<file path="src/sv/clfp_pkg.sv">
package clfp_pkg;

    localparam logic [7:0] CTRL_LOW  = 8'h02;
    localparam logic [7:0] CTRL_HIGH = 8'h07;

    localparam logic [15:0] RST_PAYLOAD_LIMIT   = 16'd512;
    localparam logic [7:0]  RST_MAX_CHANNEL     = 8'd1;
    localparam logic [7:0]  RST_CONTROL_CHANNEL = 8'd0;

    typedef enum logic [1:0] {
        CFG_PAYLOAD_LIMIT   = 2'd0,
        CFG_MAX_CHANNEL     = 2'd1,
        CFG_CONTROL_CHANNEL = 2'd2
    } t_cfg_index;

    typedef enum logic [1:0] {
        KIND_PAYLOAD   = 2'd0,
        KIND_EMPTY     = 2'd1,
        KIND_VIOLATION = 2'd2
    } t_kind;

    typedef enum logic [1:0] {
        PH_CHANNEL = 2'd0,
        PH_LEN_LO  = 2'd1,
        PH_LEN_HI  = 2'd2,
        PH_PAYLOAD = 2'd3
    } t_phase;

    typedef enum logic {
        CMD_BYTE       = 1'b0,
        CMD_LINK_RESET = 1'b1
    } t_cmd;

    typedef struct packed {
        logic [15:0] payload_limit;
        logic [7:0]  max_channel;
        logic [7:0]  control_channel;
    } t_cfg;

    typedef struct packed {
        t_kind      kind;
        logic [7:0] channel;
        logic [7:0] payload_byte;
        logic       first_of_frame;
        logic       last_of_frame;
        logic       control_frame;
    } t_result;

    typedef struct packed {
        logic    valid;
        t_result data;
    } t_result_req;

endpackage

</file>
<file path="src/sv/clfp_parse.sv">
module clfp_parse import clfp_pkg::*; (
    input  logic        i_clk,
    input  logic        i_rst_n,
    input  logic        i_fire,
    input  logic        i_command,
    input  logic [7:0]  i_rx_byte,
    input  t_cfg        i_cfg,
    output t_result_req o_result
);

    t_phase      r_phase, n_phase;
    logic [7:0]  r_channel, n_channel;
    logic [15:0] r_length, n_length;
    logic [15:0] r_count, n_count;
    logic        r_dropped, n_dropped;

    logic [15:0] w_len_full;
    logic [16:0] w_count_inc;
    logic        w_first;
    logic        w_last;

    always_ff @(posedge i_clk) begin
        if (!i_rst_n) begin
            r_phase   <= PH_CHANNEL;
            r_channel <= 8'd0;
            r_length  <= 16'd0;
            r_count   <= 16'd0;
            r_dropped <= 1'b0;
        end else if (i_fire) begin
            r_phase   <= n_phase;
            r_channel <= n_channel;
            r_length  <= n_length;
            r_count   <= n_count;
            r_dropped <= n_dropped;
        end
    end

    assign w_len_full  = {i_rx_byte, r_length[7:0]};
    assign w_count_inc = {1'b0, r_count} + 17'd1;
    assign w_first     = (r_count == 16'd0);
    assign w_last      = (w_count_inc >= {1'b0, r_length});

    always_comb begin
        n_phase   = r_phase;
        n_channel = r_channel;
        n_length  = r_length;
        n_count   = r_count;
        n_dropped = r_dropped;

        o_result.valid               = 1'b0;
        o_result.data.kind           = KIND_PAYLOAD;
        o_result.data.channel        = r_channel;
        o_result.data.payload_byte   = 8'd0;
        o_result.data.first_of_frame = 1'b0;
        o_result.data.last_of_frame  = 1'b0;
        o_result.data.control_frame  = 1'b0;

        if (t_cmd'(i_command) == CMD_LINK_RESET) begin
            n_phase   = PH_CHANNEL;
            n_channel = 8'd0;
            n_length  = 16'd0;
            n_count   = 16'd0;
            n_dropped = 1'b0;
        end else if (!r_dropped) begin
            case (r_phase)
                PH_CHANNEL: begin
                    n_channel = i_rx_byte;
                    n_phase   = PH_LEN_LO;
                end
                PH_LEN_LO: begin
                    n_length = {8'd0, i_rx_byte};
                    n_phase  = PH_LEN_HI;
                end
                PH_LEN_HI: begin
                    n_count = 16'd0;
                    if (r_channel > i_cfg.max_channel
                        || w_len_full > i_cfg.payload_limit) begin
                        o_result.valid     = 1'b1;
                        o_result.data.kind = KIND_VIOLATION;
                        n_phase            = PH_CHANNEL;
                        n_length           = 16'd0;
                        n_dropped          = 1'b1;
                    end else if (w_len_full == 16'd0) begin
                        o_result.valid              = 1'b1;
                        o_result.data.kind          = KIND_EMPTY;
                        o_result.data.last_of_frame = 1'b1;
                        n_phase                     = PH_CHANNEL;
                        n_length                    = 16'd0;
                    end else begin
                        n_length = w_len_full;
                        n_phase  = PH_PAYLOAD;
                    end
                end
                PH_PAYLOAD: begin
                    o_result.valid               = 1'b1;
                    o_result.data.kind           = KIND_PAYLOAD;
                    o_result.data.payload_byte   = i_rx_byte;
                    o_result.data.first_of_frame = w_first;
                    o_result.data.last_of_frame  = w_last;
                    o_result.data.control_frame  = w_first
                        && (r_channel == i_cfg.control_channel)
                        && (i_rx_byte >= CTRL_LOW) && (i_rx_byte <= CTRL_HIGH);
                    if (w_last) begin
                        n_phase  = PH_CHANNEL;
                        n_length = 16'd0;
                        n_count  = 16'd0;
                    end else begin
                        n_count = w_count_inc[15:0];
                    end
                end
                default: begin
                    n_phase = PH_CHANNEL;
                end
            endcase
        end
    end

endmodule

</file>
<file path="src/sv/clfp_out_reg.sv">
module clfp_out_reg import clfp_pkg::*; (
    input  logic        i_clk,
    input  logic        i_rst_n,
    input  logic        i_load,
    input  t_result_req i_result,
    input  logic        i_stall,
    output logic        o_ready,
    output logic        o_valid,
    output t_result     o_data
);

    logic    r_valid, n_valid;
    t_result r_data;

    assign o_ready = !r_valid || !i_stall;

    always_comb begin
        n_valid = r_valid;
        if (i_load && i_result.valid) begin
            n_valid = 1'b1;
        end else if (!i_stall) begin
            n_valid = 1'b0;
        end
    end

    always_ff @(posedge i_clk) begin
        if (!i_rst_n) begin
            r_valid <= 1'b0;
        end else begin
            r_valid <= n_valid;
        end
    end

    always_ff @(posedge i_clk) begin
        if (i_load && i_result.valid) begin
            r_data <= i_result.data;
        end
    end

    assign o_valid = r_valid;
    assign o_data  = r_data;

endmodule

</file>
<file path="src/sv/channel_length_frame_parser.sv">
// A request accepted into the input register is parsed when it fires, and its result is
// loaded into the result register, which drives the outputs, once that register can take it.
// Throughput: one request per cycle; the input register and the result register
// each advance in the same cycle as long as the result side is not stalled.
// Reset: synchronous, active low; clears the frame state, the pipeline valids
// and restores the configuration registers to their defaults.
module channel_length_frame_parser import clfp_pkg::*; (
    input  logic        i_clk,
    input  logic        i_rst_n,
    input  logic        i_cfg_we,
    input  logic [1:0]  i_cfg_index,
    input  logic [15:0] i_cfg_data,
    input  logic        i_in_valid,
    output logic        o_in_stall,
    input  logic        i_command,
    input  logic [7:0]  i_rx_byte,
    output logic        o_out_valid,
    input  logic        i_out_stall,
    output logic [1:0]  o_kind,
    output logic [7:0]  o_channel,
    output logic [7:0]  o_payload_byte,
    output logic        o_first_of_frame,
    output logic        o_last_of_frame,
    output logic        o_control_frame
);

    t_cfg        r_cfg;
    logic        r_s1_valid, n_s1_valid;
    logic        r_s1_command;
    logic [7:0]  r_s1_byte;
    logic        w_out_ready;
    logic        w_fire;
    logic        w_accept;
    t_result_req w_result;
    t_result     w_out_data;

    always_ff @(posedge i_clk) begin
        if (!i_rst_n) begin
            r_cfg.payload_limit   <= RST_PAYLOAD_LIMIT;
            r_cfg.max_channel     <= RST_MAX_CHANNEL;
            r_cfg.control_channel <= RST_CONTROL_CHANNEL;
        end else if (i_cfg_we) begin
            case (t_cfg_index'(i_cfg_index))
                CFG_PAYLOAD_LIMIT:   r_cfg.payload_limit   <= i_cfg_data;
                CFG_MAX_CHANNEL:     r_cfg.max_channel     <= i_cfg_data[7:0];
                CFG_CONTROL_CHANNEL: r_cfg.control_channel <= i_cfg_data[7:0];
                default: begin
                end
            endcase
        end
    end

    assign w_fire     = r_s1_valid && w_out_ready;
    assign w_accept   = i_in_valid && !o_in_stall;
    assign o_in_stall = r_s1_valid && !w_out_ready;

    always_comb begin
        n_s1_valid = r_s1_valid;
        if (w_accept) begin
            n_s1_valid = 1'b1;
        end else if (w_fire) begin
            n_s1_valid = 1'b0;
        end
    end

    always_ff @(posedge i_clk) begin
        if (!i_rst_n) begin
            r_s1_valid <= 1'b0;
        end else begin
            r_s1_valid <= n_s1_valid;
        end
    end

    always_ff @(posedge i_clk) begin
        if (w_accept) begin
            r_s1_command <= i_command;
            r_s1_byte    <= i_rx_byte;
        end
    end

    clfp_parse u_parse (
        .i_clk     (i_clk),
        .i_rst_n   (i_rst_n),
        .i_fire    (w_fire),
        .i_command (r_s1_command),
        .i_rx_byte (r_s1_byte),
        .i_cfg     (r_cfg),
        .o_result  (w_result)
    );

    clfp_out_reg u_out (
        .i_clk    (i_clk),
        .i_rst_n  (i_rst_n),
        .i_load   (w_fire),
        .i_result (w_result),
        .i_stall  (i_out_stall),
        .o_ready  (w_out_ready),
        .o_valid  (o_out_valid),
        .o_data   (w_out_data)
    );

    assign o_kind           = w_out_data.kind;
    assign o_channel        = w_out_data.channel;
    assign o_payload_byte   = w_out_data.payload_byte;
    assign o_first_of_frame = w_out_data.first_of_frame;
    assign o_last_of_frame  = w_out_data.last_of_frame;
    assign o_control_frame  = w_out_data.control_frame;

    a_violation_clean: assert property (@(posedge i_clk) disable iff (!i_rst_n)
        (o_out_valid && o_kind == KIND_VIOLATION) |->
        (!o_first_of_frame && !o_last_of_frame && !o_control_frame
         && o_payload_byte == 8'd0))
        else $error("violation result carries frame marks");

    a_empty_marks: assert property (@(posedge i_clk) disable iff (!i_rst_n)
        (o_out_valid && o_kind == KIND_EMPTY) |->
        (o_last_of_frame && !o_first_of_frame && o_payload_byte == 8'd0))
        else $error("empty frame result has wrong marks");

    a_control_first: assert property (@(posedge i_clk) disable iff (!i_rst_n)
        (o_out_valid && o_control_frame) |->
        (o_first_of_frame && o_kind == KIND_PAYLOAD))
        else $error("control mark off the first payload byte");

    a_s1_hold: assert property (@(posedge i_clk) disable iff (!i_rst_n)
        (r_s1_valid && !w_out_ready) |=>
        (r_s1_valid && $stable(r_s1_byte) && $stable(r_s1_command)))
        else $error("held input request changed");

endmodule
</file>
<file path="config.mk">
export PLATFORM = sky130hd
export DESIGN_NAME = channel_length_frame_parser
export DESIGN_NICKNAME = d
export VERILOG_FILES = /design/src/sv/clfp_pkg.sv /design/src/sv/clfp_parse.sv /design/src/sv/clfp_out_reg.sv /design/src/sv/channel_length_frame_parser.sv
export SDC_FILE = /design/constraint.sdc
export NUM_CORES = 1
export LEC_CHECK = 0
export ABC_AREA = 1
export ABC_CLOCK_PERIOD_IN_PS = 4190
export BUFFER_PORTS_ARGS = -buffer_cell sky130_fd_sc_hd__buf_2
export CELL_PAD_IN_SITES_DETAIL_PLACEMENT = 2
export CELL_PAD_IN_SITES_GLOBAL_PLACEMENT = 2
export CORE_MARGIN = 1
export CORE_UTILIZATION = 35
export CTS_CLUSTER_DIAMETER = 120
export CTS_CLUSTER_SIZE = 20
export DETAILED_ROUTE_END_ITERATION = 8
export GPL_ROUTABILITY_DRIVEN = 0
export PLACE_DENSITY_LB_ADDON = 0.1
export SYNTH_ARGS = -nofsm -noshare
export SYNTH_HDL_FRONTEND = slang
export SYNTH_SLANG_ARGS = --single-unit
</file>
<file path="constraint.sdc">
create_clock -name i_clk -period 4.19 [get_ports i_clk]
set_clock_uncertainty 0.1 [all_clocks]
set_input_delay 0.838 -clock i_clk [delete_from_list [all_inputs] [get_ports i_clk]]
set_output_delay 0.838 -clock i_clk [all_outputs]
set_load 0.01 [all_outputs]
</file>
==> results.json, run 1 <==
{
  "status": "finished, final reports clean",
  "final_common_cell": "nand2_1",
  "initial_core_util": 0.362,
  "crit_chain": "nand2_1, nor2_1, nand4_1, nor2_1, nand2_1, nor2_1, nand3_1, o21ai_0, inv_1, ha_1, nand2_1, o21ai_0, nand4_1, nand2_1, nor2_4, nand4_4, nor2_4, nand2_1, a21oi_1",
  "fillers": 1793,
  "io_buffers": 54,
  "post-place-ws_ns": 0.575,
  "synth_seq_cells": 107,
  "p_leak_nw": 2.79,
  "die_x_um": 128,
  "cts_max_path_buffers": 2,
  "reg2reg_to": "u_parse.r_count[13]",
  "synth_cells": 723,
  "timing.rr.start": "u_parse.r_count[2]",
  "fin_crit_sh": 0.872,
  "end_kind": "register",
  "endpoint": "u_parse.r_count[13]",
  "synth_simple_gate_area_frac": 0.219,
  "drc": 0,
  "antenna_found_initial": 0,
  "layout_common_cells": "128 x nand2_1, 117 x inv_1, 90 x nor2_1",
  "area_growth_pct": 13.7,
  "crit_buf_inv": 1,
  "slew_viol_final": 0,
  "num_vias": 4986,
  "cts_max_level": 3,
  "start_kind": "register",
  "total_power_mw": 2.29,
  "hold_viol": 0,
  "critPathMaxStageDelay_ns": 0.45,
  "crit_start": "u_parse.r_count[2]",
  "die_y_um": 128,
  "period_needed_ns": 3.65,
  "cts.sinks": 107,
  "clockRootBuffer": "clkbuf_16",
  "cp.depth": 19,
  "crit_top_cell": "nand2_1",
  "fin_nets": 846,
  "synth_top_family_by_area": "simple AND/OR/NAND/NOR gates",
  "min_path_type": "reg2reg",
  "drv_cap": 0,
  "critPathKind": "reg2reg",
  "ff2ff_path_depth": 19,
  "muxShareOfSynthArea": 0,
  "synth_top_area_frac": 0.277,
  "regToRegSetupSlack_ns": 0.54,
  "cp.required_ns": 4.36,
  "rsz0062_at_grt": "yes",
  "synthesis.area_um2": 5570,
  "synth.avg_cell_area_um2": 7.70,
  "ys_types": 36,
  "antenna_cells": 0,
  "crit_arrival_ns": 3.82,
  "clock.fmax_mhz": 274,
  "die_area_um2": 16400,
  "cpLargestDelayFamily": "simple AND/OR/NAND/NOR gates",
  "setup_viol": 0,
  "crit_fanout": 16,
  "core-area_um2": 15400,
  "slew-limit-headroom": 0.356,
  "rows": 45,
  "ios": 55,
  "yosysSeqAreaShare": 0.439,
  "yosysTopAreaCell": "dfxtp_1",
  "dp_hpwl_um": 13500,
  "grt_max_degree": 33,
  "ir_drop_uv": 187,
  "syn-num-nets": 797,
  "cts_tree": "yes",
  "synth-xor-area-share": 0.0189,
  "vias_per_cell": 5.05,
  "ys_top_cells_by_area": "dfxtp_1 28%, edfxtp_1 16%, ha_1 9.4%, nand2_1 8.6%, inv_1 7.9%",
  "fin_util": 0.412,
  "first_pass_iters": 4,
  "post_cts_buffers": 0,
  "worst_slack_ns": 0.538,
  "drtIter0Drc": 219,
  "synth_adder_area_share": 0.0944,
  "postCtsResizedCells": 0,
  "holdPathStages": 2,
  "grt_pass1_wl_um": 28000,
  "holdBufCountCts": 0,
  "tightest_slew_ns": 0.966,
  "synth_compound_area_frac": 0.133,
  "routed_wl_um": 17300,
  "grt-ovfl-total": 0,
  "wl_per_cell_um": 17.5,
  "p_per_area_nw_per_um2": 361,
  "ys_warn_count": 0,
  "grt_usage": 0.224,
  "insertion_delay_ns": 0.36,
  "clkTransAtPathRegs_ns": 0.08,
  "drive_above_1_share": 0.106,
  "antenna_left": 0,
  "cts_buffers": 9,
  "slowest_stage": "dfxtp_1",
  "grt_pass1_vias": 5371
}
-- cell families (layout without fill, tap and decap cells) --
family,Yosys count,count (layout)
and+or+nand+nor,282,282
AOI/OAI and AO/OA,140,140
buffers and inverters,140,194
adders and majority gates,42,42
xor gates and xnor gates,12,12
DFF,107,107
-- through the flow --
step | TNS, ns | hold slack, ns | cell area (um^2) | instances
after floorplan | 0 | 0.331 | 5570 | 723
after global placement | 0 | 0.355 | 6040 | 972
after detailed placement | 0 | 0.367 | 6040 | 972
after CTS | 0 | 0.380 | 6330 | 988
after global routing | -0.0113 | 0.395 | 6330 | 988
final | 0 | 0.375 | 6330 | 988
-- final cells by class --
| class | instances | area (um^2) | share of cell area |
|---|---|---|---|
| Multi-Input combinational cell | 476 | 2590 | 0.409 |
| Sequential cell | 107 | 2440 | 0.386 |
| Inverter | 121 | 454 | 0.0718 |
| Timing Repair Buffer | 57 | 293 | 0.0463 |
| Tap cell | 211 | 264 | 0.0417 |
| Clock buffer | 9 | 225 | 0.0356 |
| Clock inverter | 7 | 62.6 | 0.00989 |
-- synth_stat cells, drive strengths merged --
master,number
a2111oi,2
a211oi,1
a21o,1
a21oi,76
a31oi,1
buf,3
clkbuf,16
clkinv,3
dfxtp,77
edfxtp,30
ha,42
inv,118
nand2,129
nand3,19
nand4,21
nor2,94
nor3,11
nor3b,1
nor4,7
o2111ai,1
o211ai,2
o21a,2
o21ai,51
o21bai,1
o22ai,2
xnor2,3
xor2,9
-- routing by layer --
metal | share of wire | wire [um] | up-vias | global-route usage
met5 | 0 | 0 | - | 0
met4 | 0.013 | 233 | 0 | 0.0623
met3 | 0.023 | 401 | 14 | 0.0259
met2 | 0.49 | 8500 | 64 | 0.397
met1 | 0.47 | 8190 | 2450 | 0.288
li1 | - | - | 2458 | -
-- power breakdown --
part | total (mW) | internal, mW | switching, mW
combinational | 0.308 | 0.105 | 0.203
clock | 0.843 | 0.415 | 0.428
sequential | 1.13 | 1.10 | 0.0317
total | 2.28 | 1.62 | 0.663
-- how the worst min path moves through the flow --
stage	startpoint	endpoint	slack, ns
2_1_floorplan	u_parse.r_channel[0]	u_out.o_data[11]	0.33
3_3_place_gp	r_cfg[19]	r_cfg[19]	0.36
3_5_place_dp	r_cfg[26]	r_cfg[26]	0.37
4_1_cts	r_cfg[26]	r_cfg[26]	0.38
5_1_grt	r_cfg[26]	r_cfg[26]	0.39
6_report	r_cfg[30]	r_cfg[30]	0.38
-- state kept, by name, indices dropped and copies added, names as in the netlist --
register,flops
u_out.o_data,21
r_s1_byte,8
u_parse.r_count,16
u_parse.r_length,16
u_out.o_valid,1
r_s1_valid,1
u_parse.r_dropped,1
u_parse.r_channel,8
r_s1_command,1
u_parse.r_phase,2
r_cfg,32
-- worst register-to-register path, cell delays in order, from the launching register on --
cell and delay (ns):
dfxtp_1 0.45, nand2_1 0.09, nor2_1 0.22, nand4_1 0.16, nor2_1 0.17, nand2_1 0.11
nor2_1 0.18, nand3_1 0.15, o21ai_0 0.11, inv_1 0.10, ha_1 0.31, nand2_1 0.10
o21ai_0 0.14, nand4_1 0.13, nand2_1 0.09, nor2_4 0.12, nand4_4 0.13, nor2_4 0.39
nand2_1 0.13, a21oi_1 0.19
Note: power is estimated with default switching activity, not from simulation.
==> run 2, diff against run 1 <==
--- a/config.mk
+++ b/config.mk
@@ -7,7 +7,7 @@
 export LEC_CHECK = 0
 export ABC_AREA = 1
 export ABC_CLOCK_PERIOD_IN_PS = 4190
-export BUFFER_PORTS_ARGS = -buffer_cell sky130_fd_sc_hd__buf_2
+export BUFFER_PORTS_ARGS = -buffer_cell sky130_fd_sc_hd__buf_4
 export CELL_PAD_IN_SITES_DETAIL_PLACEMENT = 2
 export CELL_PAD_IN_SITES_GLOBAL_PLACEMENT = 2
 export CORE_MARGIN = 1
==> results.json, run 2 (same netlist as run 1, synthesis figures left out) <==
{
  "slew-limit-headroom": 0.325,
  "timing.rr.start": "u_parse.r_count[2]",
  "fillers": 1767,
  "p_int_mw": 1.64,
  "min_path_type": "reg2reg",
  "regToRegSetupSlack_ns": 0.50,
  "total_power_mw": 2.31,
  "grt_pass1_vias": 5410,
  "area_growth_pct": 16.0,
  "critPathKind": "reg2reg",
  "power_switching_mw": 0.674,
  "cp.required_ns": 4.38,
  "endpoint": "u_parse.r_length[1]",
  "drtIter0Drc": 235,
  "antenna_found_initial": 0,
  "power_frac_seq": 0.492,
  "largest_reg_flops": 32,
  "crit_arrival_ns": 3.88,
  "period_needed_ns": 3.69,
  "fin_hold_ws_ns": 0.372,
  "ff2ff_path_depth": 20,
  "grt_max_degree": 58,
  "end_kind": "register",
  "cts_tree": "yes",
  "crit_start": "u_parse.r_count[2]",
  "antenna_cells": 0,
  "drv_cap": 0,
  "cts.sinks": 107,
  "p_clk_frac": 0.369,
  "antenna_left": 0,
  "wl_per_cell_um": 18.0,
  "largest-register": "r_cfg",
  "cts_max_path_buffers": 2,
  "grt-ovfl-total": 0,
  "final_common_cell": "nand2_1",
  "cts_max_level": 3,
  "cts_buffers": 9,
  "start_kind": "register",
  "clkTransAtPathRegs_ns": 0.08,
  "power_frac_comb": 0.139,
  "num_vias": 5028,
  "die_area_um2": 16400,
  "core-area_um2": 15400,
  "tightest_slew_ns": 1.01,
  "slew_viol_final": 0,
  "status": "finished, final reports clean",
  "setup_viol": 0,
  "die_x_um": 128,
  "fin_nets": 845,
  "p_per_area_nw_per_um2": 358,
  "routed_wl_um": 17800,
  "reg2reg_to": "u_parse.r_length[1]",
  "initial_core_util": 0.362,
  "rsz0062_at_grt": "no",
  "crit_fanout": 7,
  "dp_hpwl_um": 13500,
  "hold_viol": 0,
  "first_pass_iters": 4,
  "clock.fmax_mhz": 271,
  "vias_per_cell": 5.09,
  "switching_share": 0.292,
  "ir_drop_uv": 193,
  "drc": 0,
  "io_buffers": 54,
  "clockRootBuffer": "clkbuf_16",
  "die_y_um": 128,
  "rows": 45,
  "p_leak_nw": 2.84,
  "layout_common_cells": "128 x nand2_1, 117 x inv_1, 90 x nor2_1",
  "grt_usage": 0.231,
  "tns_ns": 0,
  "post_cts_buffers": 0,
  "grt_pass1_wl_um": 28900,
  "ios": 55,
  "fin_crit_sh": 0.880,
  "drive_above_1_share": 0.104,
  "insertion_delay_ns": 0.36
}
[run 2: cell count changes in the layout (fill, tap and decap cells not counted), moves of 2 or more]
cell	change
clkinv_4	-2
buf_2	-54
buf_4	+53
inv_6	+2
[run 2: how the worst min path moves through the flow]
stage | start | to | cells after the start
2_1_floorplan | u_parse.r_channel[0] | u_out.o_data[11] | 0
3_3_place_gp | r_cfg[19] | r_cfg[19] | 2
3_5_place_dp | r_cfg[27] | r_cfg[27] | 2
4_1_cts | r_cfg[18] | r_cfg[18] | 2
5_1_grt | r_cfg[18] | r_cfg[18] | 2
6_report | r_cfg[18] | r_cfg[18] | 2
[run 2: layout make-up]
type,count,area [um^2],share of cell area
well taps,211,264,0.0409
inverters,121,454,0.0703
clock buffers,10,229,0.0355
clock inverters,6,53.8,0.00833
repair buffers,56,420,0.0651
flip-flops and latches,107,2440,0.378
multi-input cells,476,2590,0.402
[run 2: metal layers]
layer / vias up / part of all wire / wire [um] / GRT usage
met1: 2482 / 0.49 / 8670 / 0.314
li1: 2456 / - / - / -
met2: 74 / 0.47 / 8430 / 0.387
met3: 16 / 0.027 / 478 / 0.0255
met5: - / 0 / 0 / 0
met4: 0 / 0.012 / 220 / 0.0637
[run 2: critical path, cell delays in order, from the launching register on]
cell,delay [ns]
dfxtp_1,0.44
nand2_1,0.09
nor2_1,0.23
nand4_1,0.17
nor2_1,0.16
nand2_1,0.12
nor2_1,0.19
nand3_1,0.15
o21ai_0,0.13
inv_1,0.12
ha_1,0.32
nand2_1,0.08
nor3_1,0.19
nand4_1,0.14
nor2_1,0.22
nor2_4,0.08
nand4_4,0.11
nand2_1,0.12
nor2_2,0.29
nor2_1,0.08
nor2_1,0.11
[run 2: what timing repair did]
action / 4_1_cts / 5_1_grt
setup endpoints to repair: 0 / 1
resized for setup: 0 / 1
hold buffers: 0 / 0
[run 2: stage by stage]
| step | cell area (um^2) | setup slack [ns] | std cells | utilization |
|---|---|---|---|---|
| 2_1_floorplan | 5570 | 1.25 | 723 | - |
| 3_3_place_gp | 6170 | 0.771 | 971 | 0.401 |
| 6_report | 6460 | 0.501 | 987 | 0.420 |
| 3_5_place_dp | 6170 | 0.578 | 971 | 0.401 |
| 5_1_grt | 6460 | 0.00252 | 987 | 0.420 |
| 4_1_cts | 6450 | 0.441 | 987 | 0.420 |
[run 2: power by group through the flow]
stage | combinational, mW | clock (mW) | sequential (mW)
6_report | 0.321 | 0.853 | 1.14
5_1_grt | 0.366 | 0.909 | 1.14
4_1_cts | 0.323 | 0.872 | 1.14
3_5_place_dp | 0.318 | 0 | 1.16
3_3_place_gp | 0.296 | 0 | 1.16
2_1_floorplan | 0.205 | 0 | 1.14
